`src/design/pvm_pkg.sv`:
```
// shared types, constants and helpers of the pcm voice mixer
package pvm_pkg;

  localparam int unsigned GROUP_SIZE = 8;
  localparam logic [16:0] UNITY = 17'h10000;

  typedef enum logic [1:0] {
    KIND_WRITE  = 2'd0,
    KIND_VOICE  = 2'd1,
    KIND_BG     = 2'd2,
    KIND_RENDER = 2'd3
  } kind_t;

  typedef struct packed {
    logic [1:0]         kind;
    logic [15:0]        address;
    logic signed [15:0] sample_value;
    logic [16:0]        track_length;
    logic [16:0]        track_volume;
    logic               repeat_req;
  } in_item_t;

  typedef struct packed {
    logic signed [15:0] out_sample_0;
    logic signed [15:0] out_sample_1;
    logic signed [15:0] out_sample_2;
    logic signed [15:0] out_sample_3;
    logic signed [15:0] out_sample_4;
    logic signed [15:0] out_sample_5;
    logic signed [15:0] out_sample_6;
    logic signed [15:0] out_sample_7;
  } out_item_t;

  // one track table entry
  typedef struct packed {
    logic [15:0] start;
    logic [16:0] length;
    logic [16:0] pos;
    logic [16:0] gain;
    logic        loops;
  } track_t;

  // control from the sequencer to lanes and merge stage
  typedef struct packed {
    logic       rd;
    logic       mul;
    logic       clr;
    logic       add;
    logic [2:0] off;
  } mix_ctl_t;

  typedef enum logic [3:0] {
    ST_IDLE,
    ST_BG_SEL,
    ST_RD_WAIT,
    ST_SQ,
    ST_CUBE,
    ST_CHK,
    ST_MOVE,
    ST_MUL,
    ST_ACC,
    ST_V_NEXT,
    ST_OUT
  } state_t;

  function automatic logic [16:0] clamp_gain(input logic [16:0] g);
    clamp_gain = (g > UNITY) ? UNITY : g;
  endfunction

endpackage

```
`src/design/pvm_merge.sv`:
```
// merge stage: rotates lane products into group order and accumulates
module pvm_merge (
  input  logic              clk,
  input  pvm_pkg::mix_ctl_t ctl,
  input  logic [15:0]       prod [8],
  output logic [15:0]       acc [8]
);

  logic [15:0] acc_r [8];

  always_ff @(posedge clk) begin
    for (int k = 0; k < 8; k++) begin
      if (ctl.clr) begin
        acc_r[k] <= 16'd0;
      end else if (ctl.add) begin
        acc_r[k] <= acc_r[k] + prod[3'(k) + ctl.off];
      end
    end
  end

  assign acc = acc_r;

endmodule

```
`config.mk`:
```
export PLATFORM = sky130hd
export DESIGN_NAME = pvm_merge
export DESIGN_NICKNAME = d
export VERILOG_FILES = /design/src/design/pvm_pkg.sv /design/src/design/pvm_merge.sv
export SDC_FILE = /design/constraint.sdc
export NUM_CORES = 1
export LEC_CHECK = 0
export BUFFER_PORTS_ARGS = -buffer_cell sky130_fd_sc_hd__buf_2
export CAP_MARGIN = 20
export CORE_ASPECT_RATIO = 1.5
export CORE_MARGIN = 4
export CORE_UTILIZATION = 35
export CTS_BUF_LIST = sky130_fd_sc_hd__clkbuf_4 sky130_fd_sc_hd__clkbuf_8
export DETAILED_ROUTE_END_ITERATION = 12
export SETUP_SLACK_MARGIN = 0.05
export SLEW_MARGIN = 40
export SYNTH_ARGS = -nofsm -noshare
export SYNTH_HDL_FRONTEND = slang
export SYNTH_SLANG_ARGS = --single-unit
export TNS_END_PERCENT = 50
```
`constraint.sdc`:
```
create_clock -name clk -period 5.9 [get_ports clk]
set_input_delay 0.295 -clock clk [delete_from_list [all_inputs] [get_ports clk]]
set_output_delay 0.295 -clock clk [all_outputs]
set_load 0.01 [all_outputs]
```
==> results of run 1 <==
kinds of logic (layout without fill, tap and decap cells):
logic type	after synthesis	in the layout	share of synthesized area [%]
AOI/OAI and AO/OA	410	410	18.5
and+or+nand+nor	384	384	12.9
muxes	285	285	31.8
buffers and inverters	133	360	3.58
adders and majority gates	130	130	11.7
DFF	128	128	17.7
xor gates and xnor gates	63	63	3.81
other	0	1	0
final cells by class:
cell class	count	area [µm²]
inverters	53	199
flip-flops and latches	128	2560
multi-input cells	1272	11500
clock buffers	27	353
fillers	4046	24200
well taps	511	639
clock inverters	4	95.1
repair buffers	276	1440
diodes	1	2.50
layer usage:
metal	up-vias	global-route usage [%]
met2	541	39.1
met3	74	3.76
met5	-	0
met1	6635	26.6
met4	0	8.19
li1	6374	-
Yosys cell counts, types with 12 or more instances:
cell / n
dfxtp_1: 128
mux4_2: 127
ha_1: 122
nor2_1: 121
mux2_2: 116
a21oi_1: 107
o21ai_0: 94
nand2_1: 91
inv_1: 53
clkbuf_1: 48
a21o_1: 40
mux2i_1: 40
xnor2_1: 40
a211oi_1: 36
nor3_1: 32
nand3_1: 26
o21a_1: 26
xor2_1: 23
nor2b_1: 21
nand2b_1: 18
buf_1: 17
buf_2: 15
and3_1: 12
nor3b_1: 12
o211ai_1: 12
final timing paths:
check,startpoint,to,slack (ns),depth (start not counted)
max,ctl[0],acc[110]$_SDFFE_PP0P_,1.62,14
min,ctl[3],acc[40]$_SDFFE_PP0P_,0.30,3
max reg2reg,acc[48]$_SDFFE_PP0P_,acc[60]$_SDFFE_PP0P_,2.86,9
min reg2reg,acc[93]$_SDFFE_PP0P_,acc[93]$_SDFFE_PP0P_,0.48,2
power groups by stage:
stage               Sequential, mW  Clock (mW)  Combinational [mW]
global placement              1.29           0                3.07
finish                        1.28       0.897                3.16
CTS                           1.28       0.922                3.16
global route                  1.31       0.955                3.49
detailed placement            1.30           0                3.14
floorplan                     1.34           0                2.17
worst register-to-register path: stages (launching register included):
cell and delay, ns:
dfxtp_1 0.33, ha_1 0.24, fa_1 0.47, a211o_1 0.34, a21oi_1 0.23, o211ai_1 0.26
o21ai_0 0.36, a21boi_0 0.16, or3_1 0.32, a32o_1 0.24
metrics by stage:
| stage | total power, mW | std cells | area [µm²] | setup slack [ns] |
|---|---|---|---|---|
| floorplan | 3.51 | 1533 | 14500 | 0.780 |
| global placement | 4.37 | 2240 | 16300 | 1.15 |
| detailed placement | 4.43 | 2240 | 16300 | 1.09 |
| CTS | 5.36 | 2271 | 16700 | 1.62 |
| global route | 5.75 | 2272 | 16800 | 1.41 |
| finish | 5.33 | 2272 | 16800 | 1.62 |
==> flow_summary.toml, run 1 <==
[route]
wl_met3_um = 3200
wl_met2_um = 25500
routedWlPerCell_um = 22.4
viasPerCell = 6.00
drt_iter0_markers = 875
drc = 0
wl_met1_um = 20300
highest_layer = "met4"
dr.pass1.iters = 5
ant_nets = 0
dr_total_vias = 13600
finalWirelength_um = 50900

[sta]
setup_violations = 0
skew_ns = 0.0113
slew_headroom_pct = 43.8
hold_viol = 0
rsz0062_at_grt = "no"
period_needed_ns = 4.28
fmax_ghz = 0.233
whs_ns = 0.297
period_share_pct = 72.6
maxSlewViolCount = 0
tns_ns = 0
tightest_slew_ns = 0.840

[power_and_ir_drop]
p_switching_mw = 2.33
comb_power_share_pct = 59.2
pwr-share-clk_pct = 16.8
internal_power_mw = 3.00
p_seq_share_pct = 23.9
switching_share_pct = 43.7
peakVddDrop_mv = 0.118
power_density_nw_per_um2 = 318
leakagePower_nw = 7.30

[status]
status = "complete, no violations"

[clocking]
insertion_delay_ns = 0.49
cts_resized = 0
cts_root_buffer = "clkbuf_8"
clkTransAtPathRegs_ns = 0.08
cts_num_sinks = 128
cts_hold_buf = 0
h-tree-depth = 4
cts_made_buffers = 17
post_cts_buffers = 0
cts_buffer_depth = 2
cts_tree = "done"

[logic_synthesis]
yosysUniqueCellTypes = 68
seq_area_frac_synth_pct = 17.7
avgSynthCellArea_um2 = 9.44
ys_seq_elements = 128
syn_area_um2 = 14500
synth_cells = 1533
async_flop_share_pct = 0
synth_fp_nets = 1799
synth_edf_count = 0
ys_top_cells_by_area = "mux4_2, dfxtp_1, ha_1"
synth_top_area_share_pct = 19.8
yosys.area.top_type = "mux4_2"
yosysWarnings = 0
synth-main-ff-cell = "dfxtp_1"

[global_routing]
antenna_found_initial = 1
grt_pass1_vias = 13000
grt_pass1_wl_um = 76700
track_usage_pct = 22.0
grt_max_degree = 65
grt-ovfl-total = 0

[min_path]
min_path_type = "input port to flip-flop"

[floorplanning]
ios = 264
dieHeight_um = 257
initial_core_util_pct = 35.3
die_w_um = 174
dieArea_um2 = 44700
rows = 91
core_um2 = 41000

[setup_path]
worstPathRequired_ns = 6.28
cp_top_family = "compound AO/OA/AOI/OAI gates"
slowest_stage = "ha_4"
critPathKind = "input port to flip-flop"
path_buf_inv = 3
path_max_fanout = 46
critPathLaunchType = "input port"
crit_arrival_ns = 4.67
cpPeakStageDelay_ns = 0.79
path_cells = "buf_6 -> inv_1 -> ha_4 -> mux4_2 -> ha_1 -> inv_1 -> fa_1 -> nand2b_1 -> a21oi_1 -> o211ai_1 -> a21oi_1 -> a2111oi_1 -> a2111oi_0 -> a221o_1"
critPathCaptureType = "flip-flop"

[placement]
io_buffers = 261
place_congestion = 0.909
dp_hpwl_um = 40200

[final_layout]
fin_util_pct = 40.9
final_common_cell = "buf_2"
layout_common_cells = "buf_2, dfxtp_1, mux4_2"
largest_reg_flops = 128
synthToLayoutAreaGrowth_pct = 15.8
drive_gt1_share_pct = 32.2
final_nets = 2014

[flow_run]
maxCapViolations = 0
(Power assumes the default switching activity.)
==> run 2: changes to the inputs <==
clock period = 3.8 ns   (was 5.9 ns; I/O delays follow)
==> run 2 against run 1 <==
Effect of this change:
- routed wire length is 1.6% higher
- register-to-register slack worse by 2.0 ns
- non-clock buffer count grew 53
- worst setup slack got worse by 1.3 ns
- sequential share of layout area is 0.42 points lower
- clock power is 63% higher
- sequential power grew 56%
- clock-buffer cell count shrank 4
- critical endpoint is now acc[46]$_SDFFE_PP0P_
- largest cell class unchanged
==> flow_summary.toml, run 2 (synthesized netlist as in run 1, its figures left out) <==
[sta]
skew_ns = 0.0179
hold_viol = 0
rsz0062_at_grt = "no"
fin_ws_ns = 0.360
tightest_slew_ns = 0.737
whs_ns = 0.162
period_share_pct = 90.5
fmax_ghz = 0.291
period_needed_ns = 3.44
maxSlewViolCount = 0
slew_headroom_pct = 50.8
setup_violations = 0

[route]
finalWirelength_um = 51700
routedWlPerCell_um = 22.2
viasPerCell = 5.95
drc = 0
dr.pass1.iters = 5
drt_iter0_markers = 1053
dr_total_vias = 13800
ant_nets = 0

[setup_path]
path_cells = "buf_4 -> buf_4 -> ha_1 -> xnor2_2 -> mux4_2 -> ha_1 -> inv_1 -> fa_1 -> nor2b_1 -> o21ai_1 -> a21oi_1 -> nor4_2 -> nor4b_1 -> or4_1 -> a32o_1"
critPathCaptureType = "flip-flop"
worstPathRequired_ns = 4.19
path_max_fanout = 8
cp.depth = 15
crit_arrival_ns = 3.83
critPathLaunchType = "input port"
reg2reg_to = "acc[60]$_SDFFE_PP0P_"
reg2reg_slack_ns = 0.90
worstReg2RegStart = "acc[48]$_SDFFE_PP0P_"
cp_top_family = "simple AND/OR/NAND/NOR gates"
path_buf_inv = 3
critPathKind = "input port to flip-flop"
cpPeakStageDelay_ns = 0.49
slowest_stage = "or4_1"
ff2ff_path_depth = 9

[placement]
placedInstanceArea_um2 = 16800
pre_cts_slack_ns = -0.0776
dp_hpwl_um = 42000
place_congestion = 0.929
io_buffers = 261

[global_routing]
use_met2_pct = 38.8
busiest_layer = "met2"
grt-ovfl-total = 0
use_met3_pct = 3.51
grt_pass1_wl_um = 78900
antenna_found_initial = 1
grt_max_degree = 74
grt_pass1_vias = 13300
track_usage_pct = 22.6
grt_util_met1_pct = 28.2

[final_layout]
drive_gt1_share_pct = 34.5
final_common_cell = "buf_2"
layout_common_cells = "buf_2, dfxtp_1, mux4_2"
fin_util_pct = 42.0
final_nets = 2067
synthToLayoutAreaGrowth_pct = 19.1
largest_reg_flops = 128
fin_area_um2 = 17200

[power_and_ir_drop]
comb_power_share_pct = 59.5
p_seq_share_pct = 23.5
peakVddDrop_mv = 0.232
internal_power_mw = 4.86
leakagePower_nw = 7.58
p_switching_mw = 3.67
pwr-share-clk_pct = 17.1
power_mw = 8.53
power_density_nw_per_um2 = 495
switching_share_pct = 43.1

[status]
status = "complete, no violations"

[min_path]
min_to = "acc[25]$_SDFFE_PP0P_"
holdPathStages = 2
min_path_type = "input port to flip-flop"
hold_path.startpoint = "ctl[4]"

[clocking]
insertion_delay_ns = 0.50
cts_root_buffer = "clkbuf_8"
cts_buffer_depth = 2
cts_hold_buf = 0
post_cts_buffers = 0
cts_resized = 0
h-tree-depth = 4
cts_made_buffers = 17
cts_num_sinks = 128
cts_tree = "done"
clkTransAtPathRegs_ns = 0.08

[floorplanning]
die_w_um = 174
dieHeight_um = 257
dieArea_um2 = 44700
core_um2 = 41000
initial_core_util_pct = 35.3
rows = 91
ios = 264

[flow_run]
maxCapViolations = 0
run 2: cell count changes in the layout (fill, tap and decap cells not counted), moves of 2 or more:
cell and delta:
bufinv_16 +2, clkbuf_8 -4, buf_12 +4, clkinvlp_4 +2, buf_6 -2, buf_4 +51
run 2: layout make-up:
| type | instances | area [µm²] |
|---|---|---|
| antenna | 1 | 2.50 |
| clock buffer | 23 | 298 |
| clock inverter | 9 | 179 |
| fill | 4097 | 23800 |
| inverter | 53 | 199 |
| multi-input combinational | 1272 | 11500 |
| sequential | 128 | 2560 |
| tap | 511 | 639 |
| timing repair buffer | 329 | 1880 |
run 2: metal layers:
layer	wire, µm	up-vias
li1	-	6475
met1	20600	6663
met2	25500	615
met3	3560	88
met4	2070	0
met5	0	-
run 2: power groups by stage:
stage / clock [mW] / sequential [mW] / combinational, mW
after floorplan: 0 / 2.08 / 3.41
after global placement: 0 / 2.03 / 4.94
after detailed placement: 0 / 2.04 / 5.03
after CTS: 1.51 / 2.01 / 5.07
after global routing: 1.56 / 2.05 / 5.60
final: 1.46 / 2.00 / 5.07
run 2: worst register-to-register path, stage by stage, from the launching register on:
cell and delay (ns):
dfxtp_1 0.34, ha_1 0.24, fa_1 0.42, a211o_1 0.33
a21oi_1 0.21, o211ai_1 0.19, o21ai_0 0.35, a21boi_0 0.16
or3_1 0.32, a32o_1 0.24
run 2: stage by stage:
| step | setup TNS (ns) | std cells |
|---|---|---|
| 2_1_floorplan | -0.0524 | 1533 |
| 3_3_place_gp | -0.109 | 2293 |
| 3_5_place_dp | -0.151 | 2293 |
| 4_1_cts | 0 | 2325 |
| 5_1_grt | 0 | 2326 |
| 6_report | 0 | 2326 |
run 2: worst max path at each step:
stage / startpoint / endpoint / slack, ns
after floorplan: ctl[0] / acc[47]$_SDFFE_PP0P_ / -0.05
after global placement: ctl[1] / acc[46]$_SDFFE_PP0P_ / -0.06
after detailed placement: ctl[1] / acc[46]$_SDFFE_PP0P_ / -0.08
after CTS: ctl[1] / acc[46]$_SDFFE_PP0P_ / 0.45
after global routing: ctl[1] / acc[46]$_SDFFE_PP0P_ / 0.14
final: ctl[1] / acc[46]$_SDFFE_PP0P_ / 0.36
