File: src/design/pvm_pkg.sv
// shared types, constants and helpers of the pcm voice mixer
package pvm_pkg;

  localparam int unsigned GROUP_SIZE = 8;
  localparam logic [16:0] UNITY = 17'h10000;

  typedef enum logic [1:0] {
    KIND_WRITE  = 2'd0,
    KIND_VOICE  = 2'd1,
    KIND_BG     = 2'd2,
    KIND_RENDER = 2'd3
  } kind_t;

  typedef struct packed {
    logic [1:0]         kind;
    logic [15:0]        address;
    logic signed [15:0] sample_value;
    logic [16:0]        track_length;
    logic [16:0]        track_volume;
    logic               repeat_req;
  } in_item_t;

  typedef struct packed {
    logic signed [15:0] out_sample_0;
    logic signed [15:0] out_sample_1;
    logic signed [15:0] out_sample_2;
    logic signed [15:0] out_sample_3;
    logic signed [15:0] out_sample_4;
    logic signed [15:0] out_sample_5;
    logic signed [15:0] out_sample_6;
    logic signed [15:0] out_sample_7;
  } out_item_t;

  // one track table entry
  typedef struct packed {
    logic [15:0] start;
    logic [16:0] length;
    logic [16:0] pos;
    logic [16:0] gain;
    logic        loops;
  } track_t;

  // control from the sequencer to lanes and merge stage
  typedef struct packed {
    logic       rd;
    logic       mul;
    logic       clr;
    logic       add;
    logic [2:0] off;
  } mix_ctl_t;

  typedef enum logic [3:0] {
    ST_IDLE,
    ST_BG_SEL,
    ST_RD_WAIT,
    ST_SQ,
    ST_CUBE,
    ST_CHK,
    ST_MOVE,
    ST_MUL,
    ST_ACC,
    ST_V_NEXT,
    ST_OUT
  } state_t;

  function automatic logic [16:0] clamp_gain(input logic [16:0] g);
    clamp_gain = (g > UNITY) ? UNITY : g;
  endfunction

endpackage

File: src/design/pvm_table.sv
// track table memory with one write port and one registered read port
module pvm_table #(
  parameter int unsigned DEPTH = 16,
  parameter int unsigned IW    = 4
) (
  input  logic              clk,
  input  logic              we,
  input  logic [IW-1:0]     waddr,
  input  pvm_pkg::track_t   wdata,
  input  logic              re,
  input  logic [IW-1:0]     raddr,
  output pvm_pkg::track_t   rdata
);

  pvm_pkg::track_t mem [DEPTH];
  pvm_pkg::track_t rd_q_r;

  always_ff @(posedge clk) begin
    if (we) begin
      mem[waddr] <= wdata;
    end
    if (re) begin
      rd_q_r <= mem[raddr];
    end
  end

  assign rdata = rd_q_r;

endmodule

File: config.mk
export PLATFORM = sky130hd
export DESIGN_NAME = pvm_table
export DESIGN_NICKNAME = d
export VERILOG_FILES = /design/src/design/pvm_pkg.sv /design/src/design/pvm_table.sv
export SDC_FILE = /design/constraint.sdc
export NUM_CORES = 1
export LEC_CHECK = 0
export BUFFER_PORTS_ARGS = -buffer_cell sky130_fd_sc_hd__buf_2
export CAP_MARGIN = 20
export CORE_ASPECT_RATIO = 1.5
export CORE_MARGIN = 4
export CORE_UTILIZATION = 40
export DETAILED_ROUTE_END_ITERATION = 12
export SLEW_MARGIN = 10
export SYNTH_ARGS = -nofsm -noshare
export SYNTH_HDL_FRONTEND = slang
export SYNTH_SLANG_ARGS = --single-unit
File: constraint.sdc
create_clock -name clk -period 8.6 [get_ports clk]
set_input_delay 1.72 -clock clk [delete_from_list [all_inputs] [get_ports clk]]
set_output_delay 1.72 -clock clk [all_outputs]
set_load 0.05 [all_outputs]
==> impl_metrics.json, run 1 <==
{
  "synthArstFlopShare_pct": 0,
  "row_count": 146,
  "max_cap_violations": 0,
  "period_minus_slack_ps": 4050,
  "first_pass_iters": 4,
  "finalNetCount": 2018,
  "clk_pin_slew_ps": 70,
  "wl_per_cell_um": 28.7,
  "rsz0062_at_grt": "no",
  "fin_ws_ps": 4550,
  "synth-seq-cells": 1156,
  "ctsResizeCount": 0,
  "power.density_nw_per_um2": 237,
  "antenna_left": 0,
  "hold_buffers": 0,
  "synth_flop_cell": "edfxtp_1",
  "critical_path_required_ps": 9010,
  "synth_most_common_cell": "edfxtp_1",
  "area_delta_synth_final_pct": 13.5,
  "slew_viol_final": 0,
  "die-area_um2": 112000,
  "portBuffers": 146,
  "cts-root-buf": "clkbuf_16",
  "via_per_inst": 5.58,
  "relSlewSlack_pct": 24.3,
  "post-route-period-util_pct": 47.1,
  "synth_area_leaders": "edfxtp_1 (81%), mux4_2 (14%), a22oi_1 (2.4%)",
  "crit_type": "in2reg",
  "drc": 0,
  "die_h_um": 408,
  "netlist_instances": 1750,
  "die_w_um": 275,
  "cp_max_fo": 108,
  "timing_hold_violations_final": 0,
  "yosys-top-cells-count": "edfxtp_1 (1156), mux4_2 (272), a22oi_1 (136)",
  "fmax_mhz": 247,
  "dp_hpwl_um": 47200,
  "path_cells": "buf_8, buf_12, mux4_2, a22oi_1, nand2_1",
  "worstSetupEndpointType": "flop",
  "slowest_delay_ps": 740,
  "first_global_vias": 20400,
  "mappedNetlistNets": 1829,
  "p_leak_uw": 0.0152,
  "grt.overflow.total": 0,
  "track_usage_pct": 17.6,
  "setup-tns-final_ps": 0,
  "io-pin-count": 147,
  "ys_warn_count": 0,
  "synth_edf_count": 1156,
  "wirelength_um": 98700,
  "cts_tree": "built",
  "pre_cts_ws_ps": 3760,
  "cts.sinks": 1156,
  "clkLatencyLatePin_ps": 690,
  "cp-start-kind": "input port",
  "fin_skew_ps": 27.7,
  "status": "finished clean",
  "yosys.area.top_type": "edfxtp_1",
  "grt_max_degree": 162,
  "tightest_slew_ps": 1140,
  "cts_setup_buffers": 0,
  "yosysUniqueCellTypes": 17,
  "antenna_found_initial": 22,
  "htree_num_levels": 3,
  "cpMaxStageDelayCell": "buf_12",
  "synth_top_area_share_pct": 81.4,
  "drtIter0Drc": 1860,
  "min_path_type": "reg2reg",
  "grt_pass1_wl_um": 144000,
  "start_util_pct": 40.3,
  "gp_congestion": 0.697,
  "drive_gt1_share_pct": 30.3,
  "vias": 19200,
  "synth_area_um2": 42700,
  "clock_path_buffers": 3,
  "ys_seq_area_share_pct": 81.4,
  "cts_buffers": 102,
  "core-area_um2": 106000,
  "setup-violations-final": 0,
  "avgSynthCellArea_um2": 24.4,
  "ir_drop_mv": 0.158,
  "arrival_ps": 4470
}
[routing by layer]
metal / global-route usage (%) / vias up / routed length [µm]
met3: 3.04 / 165 / 5390
met1: 22.9 / 10400 / 39100
li1: - / 7929 / -
met5: 0 / - / 47
met4: 4.97 / 6 / 2230
met2: 30.6 / 646 / 51900
[power by group]
part / internal (µW) / switching (µW)
registers: 6350 / 39.6
clock network: 2410 / 2030
logic: 210 / 415
[per-stage QoR]
step                utilization [%]  total power [µW]  area, µm²  hold slack, ps  cells
floorplan                         -              6890      42700             710   1750
global route                   45.8             11800      48400             770   3430
global placement               42.7              7130      45100             729   3240
finish                         45.8             11500      48400             729   3434
CTS                            45.7             11600      48400             727   3426
detailed placement             42.7              7150      45100             737   3240
[registers in the layout, summed over array words and instances, names as in the netlist]
| name | cells |
|---|---|
| rdata | 68 |
| mem | 1088 |
[kinds of logic (layout without fill, tap and decap cells)]
kind of cell    after synthesis  after routing  share of synthesized area [%]
flops                      1156           1156                           81.4
other cells                   0              7                              0
compound gates              136            136                           2.39
buf+inv                      91            362                          0.968
simple gates                 95             95                          0.909
mux                         272            272                           14.4
[cell usage in the layout, fill, tap and decap left out, types with 13 or more instances in the layout]
cell type	instances
a22oi_1	136
buf_2	143
buf_4	28
clkbuf_1	25
clkbuf_16	102
clkinv_1	18
clkinv_2	22
edfxtp_1	1156
mux4_2	272
nand2_1	69
nor2_4	13
[path summary, 6_finish.rpt]
path	from	to	slack, ps	cells past startpoint
worst max-delay path	raddr[0]	rdata[43]$_DFFE_PP_	4550	5
worst min-delay path	mem[14][7]$_DFFE_PP_	rdata[7]$_DFFE_PP_	730	3
worst max register to register	mem[2][49]$_DFFE_PP_	rdata[49]$_DFFE_PP_	6990	3
worst min register to register	mem[14][7]$_DFFE_PP_	rdata[7]$_DFFE_PP_	730	3
[final cells by class]
class	instances	area, µm²
diodes	7	17.5
clock buffers	127	2650
clock inverters	59	571
fillers	8626	57400
multi-input cells	503	7670
flip-flops and latches	1156	34700
well taps	1406	1760
repair buffers	176	1020
[worst max-delay path, delay by kind of cell]
family                 cells  cell delay [ps]
and+or+nand+nor            1              120
muxes                      1              610
buffers and inverters      2             1410
AOI/OAI and AO/OA          1              320
Note: power is estimated with default switching activity, not from simulation.
==> inputs of run 2 (changes only) <==
- clock period: 8.6 -> 4.2 ns (I/O delays scaled with it)
==> run 2 against run 1 <==
Routed wire length up 0.56%. Largest power group unchanged. Critical path type is now reg2out. Cell count up 0.52%. Sequential power up 110%.
==> impl_metrics.json, run 2 (synthesis gave the netlist of run 1 again) <==
{
  "layout_commonest_cell": "edfxtp_1",
  "track_usage_pct": 17.9,
  "power.density_nw_per_um2": 482,
  "instances_no_fill": 3452,
  "cpMaxStageDelayCell": "edfxtp_1",
  "finalNetCount": 2034,
  "cp-start-kind": "flop",
  "die_h_um": 408,
  "antenna_found_initial": 18,
  "first_global_vias": 20800,
  "drc": 0,
  "cp_max_fo": 1,
  "area_delta_synth_final_pct": 14.8,
  "post-route-period-util_pct": 55.7,
  "cts_setup_buffers": 0,
  "relSlewSlack_pct": 41.8,
  "antenna_left": 0,
  "largest_register_ffs": 1088,
  "hp-start": "wdata[58]",
  "vias": 19500,
  "rr_endpoint": "rdata[56]$_DFFE_PP_",
  "first_pass_iters": 5,
  "post_dp_cell_area_um2": 45700,
  "cts_buffers": 102,
  "wl_met1_um": 41200,
  "p_leak_uw": 0.0154,
  "path_buf_inv": 1,
  "path_cells": "buf_2",
  "clock_path_buffers": 3,
  "dp_hpwl_um": 46600,
  "via_per_inst": 5.63,
  "reg2regPathDepth": 3,
  "critPathCapture": "rdata[26]",
  "cts-root-buf": "clkbuf_16",
  "rsz0062_at_grt": "no",
  "highest_layer": "met5",
  "cp_num_cells": 1,
  "die_w_um": 275,
  "worstSetupEndpointType": "output pin",
  "status": "finished clean",
  "setup-violations-final": 0,
  "htree_num_levels": 3,
  "reg2reg_slack_ps": 2660,
  "clk_pin_slew_ps": 70,
  "arrival_ps": 1500,
  "row_count": 146,
  "fin_ws_ps": 1860,
  "grt_max_degree": 79,
  "grt.overflow.total": 0,
  "final_area_um2": 49000,
  "largest-register": "mem",
  "gp_congestion": 0.692,
  "fin_skew_ps": 27.5,
  "period_minus_slack_ps": 2340,
  "wirelength_um": 99300,
  "dr_wl_met2_um": 49800,
  "slowest_delay_ps": 490,
  "drive_gt1_share_pct": 31.1,
  "max_cap_violations": 0,
  "hold_buffers": 0,
  "setup-tns-final_ps": 0,
  "drtIter0Drc": 2059,
  "slew_viol_final": 0,
  "start_util_pct": 40.3,
  "crit_type": "reg2out",
  "holdWs_ps": 519,
  "cts_tree": "built",
  "io-pin-count": 147,
  "ir_drop_mv": 0.307,
  "reg2reg_from": "mem[11][56]$_DFFE_PP_",
  "cts.sinks": 1156,
  "critical_path_required_ps": 3360,
  "wl_per_cell_um": 28.8,
  "nFillCells": 8593,
  "clkLatencyLatePin_ps": 690,
  "min_path_type": "in2reg",
  "pre_cts_ws_ps": 1170,
  "met3_wirelength_um": 6590,
  "die-area_um2": 112000,
  "ctsResizeCount": 0,
  "portBuffers": 146,
  "tightest_slew_ps": 871,
  "core-area_um2": 106000,
  "fmax_mhz": 427,
  "timing_hold_violations_final": 0,
  "final_cell_mix": "edfxtp_1 (1156), mux4_2 (272), buf_2 (143), a22oi_1 (136), clkbuf_16 (104)",
  "placed_cells": 3257,
  "cp_top_family": "flip-flops",
  "startpoint": "rdata[26]$_DFFE_PP_",
  "grt_pass1_wl_um": 145000
}
## run 2: changes by cell type in the layout (fill, tap and decap cells not counted), moves of 6 or more
cell,previous run,this run
buf_12,2,33
clkinv_1,18,25
buf_4,28,14
clkbuf_1,25,14
clkinvlp_4,4,10
## run 2: how the worst min path moves through the flow
stage,depth (start not counted),to
after floorplan,3,rdata[0]$_DFFE_PP_
after global placement,3,rdata[40]$_DFFE_PP_
after detailed placement,3,rdata[33]$_DFFE_PP_
after CTS,1,mem[1][54]$_DFFE_PP_
after global routing,1,mem[3][36]$_DFFE_PP_
final,1,mem[15][58]$_DFFE_PP_
## run 2: report_power, final
part | switching [µW] | internal, µW | leakage (µW)
sequential | 88.6 | 13000 | 0.0105
clock | 4120 | 5100 | 0.00158
combinational | 846 | 452 | 0.00329
## run 2: through the flow
step           power, µW  util [%]
4_1_cts            23800      46.3
5_1_grt            24400      46.3
3_5_place_dp       14700      43.2
6_report           23600      46.3
3_3_place_gp       14600      43.2
2_1_floorplan      14100         -
## run 2: per-layer routing
metal,GRT usage (%),up-vias
met5,0,-
met4,3.65,6
met3,3.56,115
met2,29.2,660
met1,25.2,10700
li1,-,7960
## run 2: cell type report
class | count | area [µm²] | share of cell area [%]
flip-flops and latches | 1156 | 34700 | 70.9
clock buffers | 118 | 2660 | 5.42
repair buffers | 192 | 1510 | 3.09
clock inverters | 69 | 612 | 1.25
multi-input cells | 503 | 7690 | 15.7
diodes | 8 | 20.0 | 0.0409
well taps | 1406 | 1760 | 3.59
==> inputs of run 3 (changes only) <==
- ABC_AREA: not set -> 1
- clock period: 4.2 -> 2.1 ns (I/O delays scaled with it)
==> run 3 against run 2 <==
Combinational power increased to 2.8 times the previous value. Largest power group unchanged. Cell count increased by 83%. Clock-buffer cell count increased by 8. First-iteration DRC count increased by 41%. Clock skew decreased by 3.1 ps. Sequential power increased by 99%. Register-to-register slack got worse by 1800 ps. Sequential share of layout area decreased by 9.1 points. Design area increased by 15%. Synthesized area increased by 14%.
==> impl_metrics.json, run 3 <==
{
  "mappedNetlistNets": 4551,
  "drtIter0Drc": 2909,
  "antenna_found_initial": 15,
  "ys_warn_count": 0,
  "placed_cells": 6125,
  "cpMaxStageDelayCell": "edfxtp_1",
  "largest-register": "mem",
  "path_buf_inv": 1,
  "clock_path_buffers": 3,
  "synth_most_common_cell": "nand2_1",
  "power.density_nw_per_um2": 875,
  "max_cap_violations": 0,
  "grt_pass1_wl_um": 189000,
  "reg2reg_from": "mem[3][10]$_DFFE_PP_",
  "wirelength_um": 126000,
  "io-pin-count": 147,
  "clkLatencyLatePin_ps": 710,
  "first_pass_iters": 6,
  "yosys-top-cells-count": "nand2_1 (1433), edfxtp_1 (1156), inv_1 (819)",
  "final_cell_mix": "nand2_1 (1432), edfxtp_1 (1156), inv_1 (818), nand3_1 (817), buf_2 (141)",
  "cp-start-kind": "flop",
  "finalNetCount": 4729,
  "period_minus_slack_ps": 1940,
  "reg2regPathDepth": 6,
  "critical_path_required_ps": 1680,
  "rr_endpoint": "rdata[10]$_DFFE_PP_",
  "core-area_um2": 120000,
  "cts_setup_buffers": 0,
  "worstSetupEndpointType": "output pin",
  "yosysUniqueCellTypes": 13,
  "crit_type": "reg2out",
  "synth_edf_count": 1156,
  "setup-violations-final": 0,
  "cts_tree": "built",
  "htree_num_levels": 3,
  "synth_area_um2": 48500,
  "drc": 0,
  "post-route-period-util_pct": 92.2,
  "status": "finished clean",
  "gp_congestion": 0.780,
  "row_count": 156,
  "cts-root-buf": "clkbuf_16",
  "cp_top_family": "flip-flops",
  "antenna_left": 0,
  "cts_buffers": 103,
  "timing_hold_violations_final": 0,
  "vias": 31400,
  "cts.sinks": 1156,
  "grt_max_degree": 69,
  "min_path_type": "in2reg",
  "path_cells": "buf_2",
  "layout_commonest_cell": "nand2_1",
  "synth_top_area_share_pct": 71.6,
  "synth_area_leaders": "edfxtp_1 (72%), nand2_1 (11%), nand3_1 (8.4%)",
  "reg2reg_slack_ps": 890,
  "ir_drop_mv": 0.603,
  "tightest_slew_ps": 603,
  "slew_viol_final": 0,
  "rsz0062_at_grt": "no",
  "synth_flop_cell": "edfxtp_1",
  "arrival_ps": 1520,
  "area_delta_synth_final_pct": 15.8,
  "clk_pin_slew_ps": 70,
  "hold_buffers": 0,
  "netlist_instances": 4472,
  "fmax_mhz": 516,
  "min_to": "mem[11][38]$_DFFE_PP_",
  "hp-start": "wdata[38]",
  "track_usage_pct": 19.6,
  "grt.overflow.total": 0,
  "synth-seq-cells": 1156,
  "dp_hpwl_um": 70600,
  "synthArstFlopShare_pct": 0,
  "avgSynthCellArea_um2": 10.8,
  "start_util_pct": 40.3,
  "slowest_delay_ps": 490,
  "cp_max_fo": 1,
  "die-area_um2": 127000,
  "first_global_vias": 30300,
  "utilization_pct": 46.6,
  "die_w_um": 292,
  "die_h_um": 435,
  "wl_per_cell_um": 19.9,
  "ctsResizeCount": 0,
  "drive_gt1_share_pct": 9.90,
  "ys_seq_area_share_pct": 71.6,
  "worstHoldPathCells": 1,
  "instances_no_fill": 6324,
  "relSlewSlack_pct": 59.8,
  "fin_skew_ps": 24.4,
  "largest_register_ffs": 1088,
  "p_leak_uw": 0.0235,
  "yosys.area.top_type": "edfxtp_1",
  "portBuffers": 146,
  "holdWs_ps": 91.8,
  "via_per_inst": 4.96
}
==> run 3: cell count changes in the layout (fill, tap and decap cells not counted), sizes merged, moves of 4 or more <==
| cell | previous run | this run |
|---|---|---|
| nor3 | 4 | 0 |
| bufinv | 9 | 14 |
| buf | 192 | 298 |
| inv | 3 | 823 |
| nand3 | 1 | 817 |
| clkinvlp | 10 | 4 |
| nand2 | 69 | 1433 |
| clkbuf | 118 | 126 |
| nor2 | 13 | 17 |
| mux4 | 272 | 0 |
| a22oi | 136 | 0 |
==> run 3: per-layer routing <==
layer	up-vias	global-route usage, %	share of wire [%]
li1	14900	-	-
met1	15300	25.4	41
met3	212	3.21	6.3
met4	10	5.94	2.8
met2	954	33.8	50
met5	-	0	0.055
==> run 3: worst max-delay path by stage <==
| stage | start | slack [ps] | cells after the start | endpoint |
|---|---|---|---|---|
| after global routing | rdata[20]$_DFFE_PP_ | 120 | 1 | rdata[20] |
| after CTS | rdata[21]$_DFFE_PP_ | 120 | 1 | rdata[21] |
| after detailed placement | raddr[0] | 140 | 9 | rdata[7]$_DFFE_PP_ |
| final | rdata[20]$_DFFE_PP_ | 160 | 1 | rdata[20] |
| after floorplan | waddr[2] | -190 | 2 | mem[10][0]$_DFFE_PP_ |
| after global placement | raddr[0] | 150 | 9 | rdata[7]$_DFFE_PP_ |
==> run 3: cell type report <==
class,count,area [µm²]
fill,10700,64300
antenna,7,17.5
multi-input combinational,2269,9670
inverter,822,3120
timing repair buffer,298,3230
clock buffer,126,2690
clock inverter,66,758
sequential,1156,34700
tap,1580,1980
==> run 3: report_power, final <==
part	internal, µW	total, µW	switching, µW
Clock	10900	19400	8540
Combinational	1010	3590	2570
Sequential	26000	26100	157
==> run 3: per-stage QoR <==
| stage | total power, µW | area [µm²] | setup WS [ps] | TNS (ps) |
|---|---|---|---|---|
| 3_3_place_gp | 30200 | 52700 | 152 | 0 |
| 4_1_cts | 49500 | 56100 | 120 | 0 |
| 2_1_floorplan | 28700 | 48600 | -189 | -147790 |
| 3_5_place_dp | 30300 | 52700 | 137 | 0 |
| 5_1_grt | 50800 | 56200 | 122 | 0 |
| 6_report | 49100 | 56200 | 164 | 0 |
==> run 3: logic make-up (layout without fill, tap and decap cells) <==
logic type	Yosys count	in the layout	synth area share, %
buffers and inverters	1047	1312	8.77
other	0	7	0
and+or+nand+nor	2269	2269	19.7
DFF	1156	1156	71.6
==> run 3: worst reg2reg max path, cell delays in order (launching register included) <==
cell and delay [ps]:
edfxtp_1 370, inv_1 70, nand2_1 40, nand3_1 80, nand3_1 70, nand3_1 100, nand2_1 180
